File: config.mk
export PLATFORM = sky130hd
export DESIGN_NAME = masked_onehot_arith_to_bool_core_flat
export DESIGN_NICKNAME = d
export VERILOG_FILES = /design/src/hw/rtl/maob_pkg.sv /design/src/hw/rtl/maob_if.sv /design/src/hw/rtl/maob_digit.sv /design/src/hw/rtl/masked_onehot_arith_to_bool_core.sv /design/src/flat_wrapper.sv
export SDC_FILE = /design/constraint.sdc
export NUM_CORES = 1
export LEC_CHECK = 0
export ABC_AREA = 1
export ABC_CLOCK_PERIOD_IN_PS = 4410
export BUFFER_PORTS_ARGS = -buffer_cell sky130_fd_sc_hd__buf_4
export CORE_MARGIN = 3
export CORE_UTILIZATION = 58
export DETAILED_ROUTE_END_ITERATION = 7
export PLACE_DENSITY = 0.77
export SYNTH_ARGS = -nofsm -noshare
export SYNTH_HDL_FRONTEND = slang
export SYNTH_SLANG_ARGS = --single-unit
File: constraint.sdc
create_clock -name i_clk -period 4.41 [get_ports i_clk]
set_input_delay 0.441 -clock i_clk [delete_from_list [all_inputs] [get_ports i_clk]]
set_output_delay 0.441 -clock i_clk [all_outputs]
set_load 0.02 [all_outputs]
File: src/hw/rtl/maob_pkg.sv
// ----------------------------------------------------------------------------
// maob_pkg
// Shared types, constants and helper functions for the masked one-hot
// arithmetic-to-Boolean converter.
// ----------------------------------------------------------------------------
package maob_pkg;

    // Width of the one-hot share registers and of the position index.
    localparam int LOG_REG          = 5;
    localparam int REG_W            = 32;
    localparam int COEFF_W          = 6;
    localparam int POS_W            = 6;
    localparam int CARRY_WIDTH_DEF  = 1;

    localparam logic [COEFF_W-1:0] COEFF_BITS_RST = 6'd13;

    // Masks that select the one-hot positions whose index has bit j set.
    localparam logic [REG_W-1:0] POS_BIT_MASK [LOG_REG] = '{
        32'hAAAA_AAAA,
        32'hCCCC_CCCC,
        32'hF0F0_F0F0,
        32'hFF00_FF00,
        32'hFFFF_0000
    };

    // One input item: a digit of each arithmetic share and two remask words.
    typedef struct packed {
        logic [LOG_REG-1:0] share0_digit;
        logic [LOG_REG-1:0] share1_digit;
        logic [REG_W-1:0]   rand_first;
        logic [REG_W-1:0]   rand_second;
    } t_in_item;

    // One result item: the Boolean share bits of a digit and its place.
    typedef struct packed {
        logic [LOG_REG-1:0] bool0_digit;
        logic [LOG_REG-1:0] bool1_digit;
        logic [LOG_REG-1:0] digit_offset;
        logic               last_digit;
    } t_out_item;

    // Running state carried from one digit to the next.
    typedef struct packed {
        logic [REG_W-1:0] onehot_share0;
        logic [REG_W-1:0] onehot_share1;
        logic [POS_W-1:0] bit_position;
    } t_share_state;

    localparam t_share_state SHARE_STATE_RST = '{
        onehot_share0: 32'h0000_0001,
        onehot_share1: 32'h0000_0000,
        bit_position:  6'd0
    };

    // Rotate left; a rotate by zero returns the word unchanged.
    function automatic logic [REG_W-1:0] rotl32(input logic [REG_W-1:0] v,
                                                input logic [LOG_REG-1:0] n);
        logic [2*REG_W-1:0] w;
        w = {v, v} << n;
        return w[2*REG_W-1:REG_W];
    endfunction

    // Boolean bits of the one-hot position, low 'width' bits only.
    function automatic logic [LOG_REG-1:0] extract_bits(input logic [REG_W-1:0] v,
                                                        input logic [2:0] width);
        logic [LOG_REG-1:0] b;
        b = '0;
        for (int j = 0; j < LOG_REG; j++) begin
            if (3'(j) < width) begin
                b[j] = ^(v & POS_BIT_MASK[j]);
            end
        end
        return b;
    endfunction

endpackage

File: src/hw/rtl/maob_if.sv
// ----------------------------------------------------------------------------
// maob_in_if / maob_out_if
// Valid/ready channels carrying input digits and Boolean result digits.
// ----------------------------------------------------------------------------
interface maob_in_if
    import maob_pkg::*;
();
    logic     valid;
    logic     ready;
    t_in_item data;

    modport source (output valid, output data, input ready);
    modport sink   (input valid, input data, output ready);
endinterface

interface maob_out_if
    import maob_pkg::*;
();
    logic      valid;
    logic      ready;
    t_out_item data;

    modport source (output valid, output data, input ready);
    modport sink   (input valid, input data, output ready);
endinterface

File: src/hw/rtl/maob_digit.sv
// ----------------------------------------------------------------------------
// maob_digit
// Datapath for one digit: masked rotations, Boolean extraction and the carry
// collapse that prepares the share registers for the next digit.
// ----------------------------------------------------------------------------
module maob_digit
    import maob_pkg::*;
#(
    parameter int CARRY_WIDTH = CARRY_WIDTH_DEF
) (
    input  t_in_item           i_item,
    input  t_share_state       i_state,
    input  logic [COEFF_W-1:0] i_coeff_bits,
    output t_out_item          o_result,
    output t_share_state       o_state
);

    localparam int DIGIT_BITS = LOG_REG - CARRY_WIDTH;
    localparam int SPAN       = 1 << DIGIT_BITS;
    localparam logic [LOG_REG-1:0] DIGIT_MASK = LOG_REG'((1 << DIGIT_BITS) - 1);
    localparam logic [REG_W-1:0]   CARRY_MASK = REG_W'((1 << (1 << CARRY_WIDTH)) - 1);

    // Fold a share register so that only the carry out of the digit remains,
    // as a one-hot value in the low bits.
    function automatic logic [REG_W-1:0] collapse_carry(input logic [REG_W-1:0] v);
        logic [REG_W-1:0] t;
        logic [REG_W-1:0] keep;
        t    = v;
        keep = '0;
        for (int i = 0; i < DIGIT_BITS; i++) begin
            t = t ^ (t >> (1 << i));
        end
        for (int k = 0; k < REG_W; k += SPAN) begin
            keep[k] = 1'b1;
        end
        t = t & keep;
        for (int j = 0; j < 6; j++) begin
            if (((SPAN - 1) << j) < REG_W) begin
                t = t ^ (t >> ((SPAN - 1) << j));
            end
        end
        return t & CARRY_MASK;
    endfunction

    logic                 last;
    logic [COEFF_W:0]     pos_ext;
    logic [COEFF_W:0]     coeff_ext;
    logic [COEFF_W:0]     diff;
    logic [2:0]           width;
    logic [LOG_REG-1:0]   d0;
    logic [LOG_REG-1:0]   d1;
    logic [REG_W-1:0]     s0_a;
    logic [REG_W-1:0]     s1_a;
    logic [REG_W-1:0]     s0_b;
    logic [REG_W-1:0]     s1_b;

    // Digit kind and the number of valid Boolean bits in it.
    always_comb begin
        pos_ext   = {1'b0, i_state.bit_position};
        coeff_ext = {1'b0, i_coeff_bits};
        diff      = coeff_ext - pos_ext;
        last      = (pos_ext + 7'd5) >= coeff_ext;
        if (!last) begin
            width = 3'(DIGIT_BITS);
        end else if (coeff_ext > pos_ext) begin
            width = (diff > 7'd5) ? 3'd5 : diff[2:0];
        end else begin
            width = 3'd0;
        end
    end

    // Non-final digits only use the low digit bits of each share.
    assign d0 = last ? i_item.share0_digit : (i_item.share0_digit & DIGIT_MASK);
    assign d1 = last ? i_item.share1_digit : (i_item.share1_digit & DIGIT_MASK);

    // Rotate by each arithmetic share, remasking after each rotation.
    assign s0_a = rotl32(i_state.onehot_share0, d0) ^ i_item.rand_first;
    assign s1_a = rotl32(i_state.onehot_share1, d0) ^ i_item.rand_first;
    assign s0_b = rotl32(s0_a, d1) ^ i_item.rand_second;
    assign s1_b = rotl32(s1_a, d1) ^ i_item.rand_second;

    // Result fields for this digit.
    always_comb begin
        o_result.bool0_digit  = extract_bits(s0_b, width);
        o_result.bool1_digit  = extract_bits(s1_b, width);
        o_result.digit_offset = i_state.bit_position[LOG_REG-1:0];
        o_result.last_digit   = last;
    end

    // State for the following digit: fresh after the last one, else the carry.
    always_comb begin
        if (last) begin
            o_state = SHARE_STATE_RST;
        end else begin
            o_state.onehot_share0 = collapse_carry(s0_b);
            o_state.onehot_share1 = collapse_carry(s1_b);
            o_state.bit_position  = i_state.bit_position + POS_W'(DIGIT_BITS);
        end
    end

endmodule

File: src/hw/rtl/masked_onehot_arith_to_bool_core.sv
// ----------------------------------------------------------------------------
// masked_onehot_arith_to_bool_core
// Two-share arithmetic-to-Boolean masked conversion, one digit per transfer.
// ----------------------------------------------------------------------------
// Usage:
// - i_in_ch carries one digit of each arithmetic share plus two fresh random
//   words per transfer; o_out_ch returns one result per input transfer with
//   the two Boolean share digits, the bit offset and a last-digit flag.
// - i_cfg_we / i_cfg_wdata set the coefficient width; write it only while
//   the block holds no unfinished digit.
// - A digit passes the input register and then the result register; the
//   result register offers its result on o_out_ch.
// - Throughput: one digit per cycle while o_out_ch.ready is high. The share
//   state loop is a single pass of rotate, remask and carry collapse between
//   the input and result registers, so digits follow each other with no gap.
// - Reset clears the share registers to their initial one-hot value, the
//   bit position to zero, the width to 13 and both valid flags.
// - When the receiver stalls, the result register holds; one more item
//   waits in the input register and then i_in_ch.ready goes low.
// ----------------------------------------------------------------------------
module masked_onehot_arith_to_bool_core
    import maob_pkg::*;
#(
    parameter int CARRY_WIDTH = CARRY_WIDTH_DEF
) (
    input  logic               i_clk,
    input  logic               i_rst_n,
    input  logic               i_cfg_we,
    input  logic [COEFF_W-1:0] i_cfg_wdata,
    maob_in_if.sink            i_in_ch,
    maob_out_if.source         o_out_ch
);

    logic               r_in_vld;
    t_in_item           r_in;
    logic               r_out_vld;
    t_out_item          r_out;
    t_share_state       r_state;
    logic [COEFF_W-1:0] r_coeff_bits;

    t_out_item          n_out;
    t_share_state       n_state;
    logic               advance;

    // A digit moves on when the result register is free or being emptied.
    assign advance         = r_in_vld && (!r_out_vld || o_out_ch.ready);
    assign i_in_ch.ready   = !r_in_vld || advance;
    assign o_out_ch.valid  = r_out_vld;
    assign o_out_ch.data   = r_out;

    // Per-digit datapath.
    maob_digit #(
        .CARRY_WIDTH (CARRY_WIDTH)
    ) u_digit (
        .i_item       (r_in),
        .i_state      (r_state),
        .i_coeff_bits (r_coeff_bits),
        .o_result     (n_out),
        .o_state      (n_state)
    );

    // Control and state registers.
    always_ff @(posedge i_clk) begin
        if (!i_rst_n) begin
            r_in_vld     <= 1'b0;
            r_out_vld    <= 1'b0;
            r_state      <= SHARE_STATE_RST;
            r_coeff_bits <= COEFF_BITS_RST;
        end else begin
            if (i_in_ch.ready) begin
                r_in_vld <= i_in_ch.valid;
            end
            if (advance) begin
                r_out_vld <= 1'b1;
                r_state   <= n_state;
            end else if (o_out_ch.ready) begin
                r_out_vld <= 1'b0;
            end
            if (i_cfg_we) begin
                r_coeff_bits <= i_cfg_wdata;
            end
        end
    end

    // Payload registers.
    always_ff @(posedge i_clk) begin
        if (i_in_ch.ready && i_in_ch.valid) begin
            r_in <= i_in_ch.data;
        end
        if (advance) begin
            r_out <= n_out;
        end
    end

endmodule

File: src/flat_wrapper.sv
// flat-port wrapper written by rule: the top's interface ports become plain ports
module masked_onehot_arith_to_bool_core_flat import maob_pkg::*;
#(
    parameter int CARRY_WIDTH = CARRY_WIDTH_DEF
)
  (i_clk, i_rst_n, i_cfg_we, i_cfg_wdata, i_in_ch_valid, i_in_ch_data, i_in_ch_ready, o_out_ch_valid, o_out_ch_data, o_out_ch_ready);
  maob_in_if i_in_ch_i ();
  maob_out_if o_out_ch_i ();
  input  logic i_clk;
  input  logic i_rst_n;
  input  logic i_cfg_we;
  input  logic [COEFF_W-1:0] i_cfg_wdata;
  input wire logic [$bits(i_in_ch_i.valid)-1:0] i_in_ch_valid;
  input wire logic [$bits(i_in_ch_i.data)-1:0] i_in_ch_data;
  output wire logic [$bits(i_in_ch_i.ready)-1:0] i_in_ch_ready;
  output wire logic [$bits(o_out_ch_i.valid)-1:0] o_out_ch_valid;
  output wire logic [$bits(o_out_ch_i.data)-1:0] o_out_ch_data;
  input wire logic [$bits(o_out_ch_i.ready)-1:0] o_out_ch_ready;
  assign i_in_ch_i.valid = i_in_ch_valid;
  assign i_in_ch_i.data = i_in_ch_data;
  assign i_in_ch_ready = i_in_ch_i.ready;
  assign o_out_ch_valid = o_out_ch_i.valid;
  assign o_out_ch_data = o_out_ch_i.data;
  assign o_out_ch_i.ready = o_out_ch_ready;
  masked_onehot_arith_to_bool_core #(.CARRY_WIDTH(CARRY_WIDTH)) u_core (.i_clk(i_clk), .i_rst_n(i_rst_n), .i_cfg_we(i_cfg_we), .i_cfg_wdata(i_cfg_wdata), .i_in_ch(i_in_ch_i), .o_out_ch(o_out_ch_i));
endmodule
; ---- Word level (Yosys, flattened, before mapping)
; Index checks and enable logic that the tools add are counted.
[word_totals]
register_bits = 168
n_memories = 0
in_bits = 85
latch_bits = 0
ram_bits = 0
word_cells = 80
output_inout_bits = 18
mem_bits_ro = 0
[op_classes]
div_mod_pow = 0
order_cmp = 8
addsub = 3
mul = 0
n_eq_ne = 0
n_bitwise = 16
shift = 4
n_reduce_logical = 17
muxes = 10
[ops]
columns = operator, count
row1 = 32-bit XOR reduction, 10
row2 = 64-bit by 5-bit left shift with 64-bit output, 4
row3 = 32-bit XOR, 4
row4 = 32-bit 2-to-1 mux, 2
row5 = 31-bit XOR, 2
row6 = 29-bit XOR, 2
row7 = 25-bit XOR, 2
row8 = 40-bit 2-to-1 mux, 1
row9 = 17-bit XOR, 2
row10 = 17-bit by 2-bit XOR with 17-bit output, 2
row11 = 5-bit 2-to-1 mux, 2
row12 = 3-bit 2-to-1 mux, 3
row13 = 6-bit by 3-bit adder with 7-bit output (second input constant), 1
row14 = 7-bit by 6-bit >= comparator with 1-bit output, 1
row15 = 7-bit by 3-bit greater-than comparator with 1-bit output (second input constant), 1
row16 = 6-bit by 6-bit subtractor with 7-bit output, 1
row17 = 6-bit by 3-bit adder with 6-bit output (second input constant), 1
row18 = 6-bit greater-than comparator, 1
row19 = 1-bit by 3-bit less-than comparator with 1-bit output (first input constant), 2
row20 = 2-bit by 3-bit less-than comparator with 1-bit output (first input constant), 2
row21 = 2-bit XOR, 2
row22 = 3-bit less-than comparator (first input constant), 1
row23 = 1-bit logical AND, 2
row24 = 1-bit zero test, 2
row25 = other kinds (3), 5

; ---- Logic depth before layout (Yosys ltp)
; Gate-level depths: netlist of run 1.
[depth]
word_depth = 15
mapped_depth = 34
depth_no_buf = 32

; ---- By module
; From an unflattened synthesis of run 1, not the netlist that was laid out.
[unflattened]
hier_cells = 4585
area_unflattened_um2 = 24524.8
[modules_own_cells]
columns = mod, instances, area_per_inst_um2, cells_per_inst, seq_area_each_um2
row1 = maob_digit, 1, 18403.9, 3999, 0.0
row2 = masked_onehot_arith_to_bool_core, 1, 6120.9, 586, 4264.1

; ---- Least setup slack after synthesis of run 1
; OpenSTA, ideal clock, no wires.
[synth_path]
path_kind = register to register
start = register u_core.r_state[3] in the netlist's numbering
end = register u_core.r_out, in the netlist u_core.o_out_ch.data[13] (data pin)
synth_period_minus_slack_ns = 3.352
t_required_ns = 4.157
arrival_time_ns = 3.100
n_path_buf = 2
stages_incl_launch_ff = 28
setup_slack_ns = 1.058
setup_ns = 0.253
cell_sequence = dfxtp_1 ha_1 xor2_1 ha_1 nand2_1 nand2_1 nand3_1 nand2_1 inv_2 nand2_4 buf_8 buf_6 nand4_1 nand3_1 nand3_1 nand3_1 nand3_1 nand3_1 nand2_2 xor2_2 nand2_1 nand2_1 nand2_1 nand2_2 xor2_1 nand2_1 nand2_1 nor2_1
[synth_between]
elab_chain_cells = 8
word_cells_on_any_way = 16
cone_classes = add/sub (2) / order compare (4) / shift (2) / mux (5) / bitwise (2) / reduce/logical (1)
[synth_lines]
columns = element, line_no
row1 = start: declaration, masked_onehot_arith_to_bool_core.sv:38  ; t_share_state r_state;
row2 = start signal: assignment, masked_onehot_arith_to_bool_core.sv:75  ; r_state <= n_state;
row3 = 6-bit by 3-bit adder with 7-bit output, maob_digit.sv:62  ; last = (pos_ext + 7'd5) >= coeff_ext;
row4 = 7-bit by 6-bit >= comparator with 1-bit output, maob_digit.sv:62
row5 = 5-bit 2-to-1 mux, maob_digit.sv:73  ; assign d0 = last ? i_item.share0_digit : (i_item.share0_digit & DIGIT_MASK);
row6 = 64-bit by 5-bit left shift with 64-bit output, maob_pkg.sv:59  ; w = {v, v} << n;
row7 = 32-bit XOR, maob_digit.sv:77  ; assign s0_a = rotl32(i_state.onehot_share0, d0) ^ i_item.rand_first;
row8 = 64-bit by 5-bit left shift with 64-bit output, maob_pkg.sv:59
row9 = 32-bit XOR, maob_digit.sv:79  ; assign s0_b = rotl32(s0_a, d1) ^ i_item.rand_second;
row10 = 32-bit XOR reduction, maob_pkg.sv:70  ; b[j] = ^(v & POS_BIT_MASK[j]);
row11 = end signal: assignment, masked_onehot_arith_to_bool_core.sv:91  ; r_out <= n_out;
row12 = end: declaration, masked_onehot_arith_to_bool_core.sv:37  ; t_out_item r_out;
; Parallel ways exist; a longest one is shown, timed or not.
; A chain may end at the register's enable or synchronous reset.

; ---- Worst setup path in the final report of run 1
[layout_path]
start = register u_core.r_state[3] in the netlist's numbering
end = register u_core.r_state[39] in the netlist's numbering
[layout_between]
elab_chain_cells = 15
word_cells_on_any_way = 16
cone_classes = add/sub (1) / order compare (1) / shift (2) / mux (4) / bitwise (8)
[layout_lines]
columns = element, line_no
row1 = 6-bit by 3-bit adder with 7-bit output *, maob_digit.sv:62
row2 = 7-bit by 6-bit >= comparator with 1-bit output *, maob_digit.sv:62
row3 = 5-bit 2-to-1 mux, maob_digit.sv:73
row4 = 64-bit by 5-bit left shift with 64-bit output, maob_pkg.sv:59
row5 = 32-bit XOR, maob_digit.sv:77
row6 = 64-bit by 5-bit left shift with 64-bit output, maob_pkg.sv:59
row7 = 32-bit XOR, maob_digit.sv:79
row8 = 31-bit XOR, maob_digit.sv:31  ; t = t ^ (t >> (1 << i));
row9 = 29-bit XOR, maob_digit.sv:31
row10 = 25-bit XOR, maob_digit.sv:31
row11 = 17-bit XOR, maob_digit.sv:31
row12 = 17-bit by 2-bit XOR with 17-bit output, maob_digit.sv:39  ; t = t ^ (t >> ((SPAN - 1) << j));
row13 = 32-bit 2-to-1 mux, maob_digit.sv:92  ; if (last) begin
row14 = 2-bit XOR, maob_digit.sv:39
row15 = 40-bit 2-to-1 mux *, maob_digit.sv:92
; Mark *: on every way between the ends. The rest lies on a longest branch, timed or not. The select of a mux whose other input is x is not followed.

==> impl_metrics.csv, run 1 <==
group,metric,value,unit
power_and_ir_drop,ir_drop,183,uV
setup_path,critPathLaunchType,"flop",
sta,tightest_slew,0.997,ns
finish,fillerInstances,2053,
finish,layout_commonest_cell,"nand2_1",
sta,rsz0062_at_grt,"yes",
sta,fmax,233,MHz
logic_synthesis,netlist.area_leader.share,30.7,%
power_and_ir_drop,leakage,7.18,nW
grt,grt_max_degree,65,
finish,drive_gt1_share,14.9,%
logic_synthesis,synth_top_family_by_area,"simple AND/OR/NAND/NOR gates",
sta,fin_skew,0.0146,ns
clock_network,clockBufferDepth,2,
power_and_ir_drop,pwr-share-comb,56.0,%
power_and_ir_drop,p_per_area,331,nW/um^2
floorplanning,start_util,59.4,%
power_and_ir_drop,clock_power_share,18.1,%
sta,fin_ws,0.121,ns
status,status,"complete, but fails checks",
setup_path,critPathRequiredTime,4.71,ns
status,violations,"design-rule violations",
setup_path,crit_type,"reg2reg",
finish,nets,2329,
power_and_ir_drop,switching_share,49.4,%
power_and_ir_drop,power_switching,2.37,mW
floorplanning,core,21900,um^2
place,pre_cts_slack,0.0700,ns
logic_synthesis,ys_top_cells_by_area,"nand3_1 31%, nand2_1 22%, edfxtp_1 20%",
logic_synthesis,synthAdderAreaFrac,1.16,%
clock_network,cts.sinks,104,
clock_network,clock_latency,0.38,ns
logic_synthesis,synth_compound_area_share,1.94,%
sta,period_needed,4.29,ns
setup_path,end_kind,"flop",
grt,antenna_found_initial,0,
place,dpl_cell_area,13800,um^2
logic_synthesis,async_flop_share,0,%
sta,finalSetupTns,0,ns
setup_path,arrival,4.59,ns
clock_network,cts_buffers,9,
floorplanning,die_w,156,um
logic_synthesis,synth_warnings,0,
logic_synthesis,yosys.area_share.simple,61.5,%
sta,finalCritPeriodShare,97.2,%
floorplanning,die_y,156,um
setup_path,crit_slowest_cell,"dfxtp_2",
logic_synthesis,synth_area,13000,um^2
detailed_routing,final_antenna_net_count,0,
setup_path,crit_path_frequent_cell,"nand2_1",
logic_synthesis,ys_seq_area_share,22.8,%
setup_path,cp_max_fo,22,
logic_synthesis,synthMuxAreaShare,0,%
logic_synthesis,synth_cell_types,36,
finish,diodes,0,
sta,fin_hold_ws,0.230,ns
floorplanning,rows,54,
logic_synthesis,synth_top_flop_cell,"edfxtp_1",
power_and_ir_drop,seq_power_share,26.0,%
logic_synthesis,synth_top_area_cell,"nand3_1",
clock_network,htreeDepth,3,
grt,track_usage,41.9,%
logic_synthesis,synth_edf_count,88,
detailed_routing,routedWlPerCell,20.9,um
sta,relSlewSlack,33.4,%
grt,grt_pass1_vias,14400,
logic_synthesis,netlist_instances,2194,
logic_synthesis,synth-seq-cells,104,
detailed_routing,vias_per_cell,6.42,
sta,hold_violations,0,
finish,post-route-util,66.3,%
power_and_ir_drop,p_int,2.43,mW
setup_path,cpPeakStageDelay,0.38,ns
detailed_routing,wl,52500,um
grt,grt_remaining_overflow,0,
finish,final_cell_mix,"759 x nand2_1, 750 x nand3_1, 114 x inv_1, 114 x buf_4, 92 x nand3_2",
detailed_routing,vias,16200,
grt,grt_first_pass_wirelength,78800,um
finish,design_area,14500,um^2
detailed_routing,drc,38,
detailed_routing,drt-initial-drc-count,2715,
finish,syn_to_final_growth,11.7,%
place,portBuffers,100,
flow_run,cap_violations,0,
logic_synthesis,synth-xor-area-share,4.33,%
floorplanning,die_area,24200,um^2
floorplanning,io_pins,103,
logic_synthesis,postSynthAreaPerCell,5.92,um^2
clock_network,cts_tree,"built",
place,dpl.hpwl,41500,um
detailed_routing,drtPass1Iterations,8,
sta,setup_viol,0,
clock_network,path_clk_slew,0.09,ns
clock_network,cts.root.buffer_cell,"clkbuf_16",
sta,final_max_slew_viol_count,0,
place,place.gp.congestion,1.15,
hold_path,hold_class,"in2reg",
[area by class of cell]
class | instances | area, um^2 | area share (%)
Timing Repair Buffer | 124 | 1050 | 7.25
Clock inverter | 7 | 83.8 | 0.578
Multi-Input combinational cell | 1853 | 9310 | 64.2
Inverter | 140 | 526 | 3.62
Tap cell | 280 | 350 | 2.41
Clock buffer | 9 | 225 | 1.55
Sequential cell | 104 | 2970 | 20.4
[stage by stage]
step | total power, mW | std cells
6_report | 4.80 | 2517
2_1_floorplan | 3.09 | 2196
4_1_cts | 4.64 | 2516
3_3_place_gp | 3.69 | 2500
3_5_place_dp | 3.78 | 2500
5_1_grt | 5.07 | 2517
[path summary, 6_finish.rpt]
path	from	to	slack (ns)	depth (start not counted)
max reg2reg	u_core.r_state[3]$_SDFFE_PN0P_	u_core.r_state[39]$_SDFFE_PN0P_	0.12	31
min	i_in_ch_data[64]	u_core.r_in[64]$_DFFE_PP_	0.23	1
min reg2reg	u_core.r_state[2]$_SDFFE_PN0P_	u_core.o_out_ch.data[3]$_DFFE_PP_	0.50	0
max	u_core.r_state[3]$_SDFFE_PN0P_	u_core.r_state[39]$_SDFFE_PN0P_	0.12	31
[sequential cells by signal, summed over array words and instances (netlist names)]
| name | flops |
|---|---|
| u_core.o_out_ch.data | 14 |
| u_core.r_state | 8 |
| u_core.r_in_vld | 1 |
| u_core.o_out_ch.valid | 1 |
| u_core.r_coeff_bits | 6 |
| u_core.r_in | 74 |
[cell usage after synthesis, drive strengths merged (2+ instances only)]
cell type,instances
nand3,843
nand2,808
inv,139
edfxtp,88
buf,84
nor2,53
nand4,31
xor2,31
a21oi,25
xnor2,23
dfxtp,16
o21ai,16
clkbuf,15
ha,12
conb,2
nor3,2
[power by group through the flow]
stage               Clock [mW]  Sequential (mW)  Combinational, mW
floorplan                    0             1.27               1.81
finish                   0.868             1.25               2.69
global route             0.896             1.25               2.92
global placement             0             1.26               2.43
CTS                      0.872             1.24               2.53
detailed placement           0             1.26               2.52
[metal layers]
metal	share of wire (%)	up-vias	GRT usage [%]
met1	37	7243	54.4
met3	13	230	9.57
met4	7.2	0	25.2
met2	42	1199	63.5
li1	-	7493	-
met5	0	-	0
[worst max-delay path, delay by kind of cell, from the launching register on]
family | cells | cell delay, ns
AND/OR/NAND/NOR | 25 | 2.77
buffers and inverters | 2 | 0.24
flip-flops | 1 | 0.38
adder cells (fa/ha/maj) | 2 | 0.49
AO/OA/AOI/OAI | 1 | 0.14
XOR/XNOR | 1 | 0.17
[cells by family (layout without fill, tap and decap cells)]
family,after synthesis,in the layout
AND/OR/NAND/NOR,1737,1737
buffers and inverters,239,280
flip-flops,104,104
XOR/XNOR,54,54
AO/OA/AOI/OAI,46,46
adder cells (fa/ha/maj),12,12
other,2,4
[what timing repair did]
item,4_1_cts,5_1_grt
gates resized for setup,0,69
endpoints found under the setup margin,0,14
hold buffers,0,0
setup buffers,0,0
No activity file was read; power rests on OpenSTA's default activity.
==> run 2, diff against run 1 <==
Settings changed: ABC_AREA 1 to default.
==> impl_metrics.csv, run 2 <==
group,metric,value,unit
grt,grt_first_pass_wirelength,139000,um
floorplanning,start_util,59.8,%
logic_synthesis,netlist_top_cells_count,"164 x nor2_1, 160 x nand2_1, 112 x xnor2_1, 88 x edfxtp_1, 79 x clkbuf_1",
grt,grt_remaining_overflow,1,
clock_network,cts_buffers,9,
status,error,"[ERROR GRT-0116] Global routing finished with congestion. Check the congestion regions in the DRC Viewer.",
floorplanning,rows,57,
logic_synthesis,netlist_instances,1832,
floorplanning,die_w,165,um
clock_network,cts.root.buffer_cell,"clkbuf_16",
place,portBuffers,100,
logic_synthesis,synth_top_flop_cell,"edfxtp_1",
floorplanning,die_y,165,um
clock_network,htreeDepth,3,
logic_synthesis,async_flop_share,0,%
status,haltStage,"5_1_grt",
logic_synthesis,ys_seq_area_share,20.1,%
grt,track_usage,68.3,%
status,status,"aborted with a tool error",
logic_synthesis,netlist.area_leader.share,17.9,%
place,place.gp.congestion,1.38,
logic_synthesis,postSynthAreaPerCell,8.04,um^2
logic_synthesis,synth_warnings,0,
logic_synthesis,synth_cell_types,108,
place,dpl.hpwl,57600,um
logic_synthesis,synth_top_area_cell,"edfxtp_1",
logic_synthesis,synth-seq-cells,104,
logic_synthesis,ys_top_cells_by_area,"edfxtp_1 18%, xnor2_1 6.7%, nor2_1 4.2%",
clock_network,cts.sinks,104,
clock_network,clockBufferDepth,2,
grt,grt_max_degree,75,
logic_synthesis,synth_area,14700,um^2
grt,grt_pass1_vias,22700,
logic_synthesis,synth_edf_count,88,
floorplanning,io_pins,103,
logic_synthesis,yosysMostFrequentCell,"nor2_1",
place,dpl_cell_area,19300,um^2
place,pre_cts_slack,-0.879,ns
[run 2: routing by layer]
| layer | global-route usage, % | GRT overflow |
|---|---|---|
| met5 | 29.0 | 0 |
| met1 | 71.4 | 0 |
| met2 | 80.8 | 0 |
| met4 | 58.9 | 1 |
| met3 | 57.7 | 0 |
[run 2: cell families after synthesis]
logic type,synth area share (%)
xor gates and xnor gates,15.6
muxes,5.75
and+or+nand+nor,23.9
adders and majority gates,1.02
buffers and inverters,5.27
AOI/OAI and AO/OA,28.2
other,0.0510
DFF,20.1
[run 2: repair_timing]
item | in CTS
resized for setup | 143
setup endpoints to repair | 14
cloned | 2
hold buffers | 0
setup buffers | 32
pin swaps | 49
[run 2: through the flow]
step / cells / TNS (ns) / utilization (%)
CTS: 2656 / -6.57 / 83.7
detailed placement: 2607 / -10.96 / 78.2
global placement: 2607 / -8.38 / 78.2
floorplan: 1834 / -1.90 / -
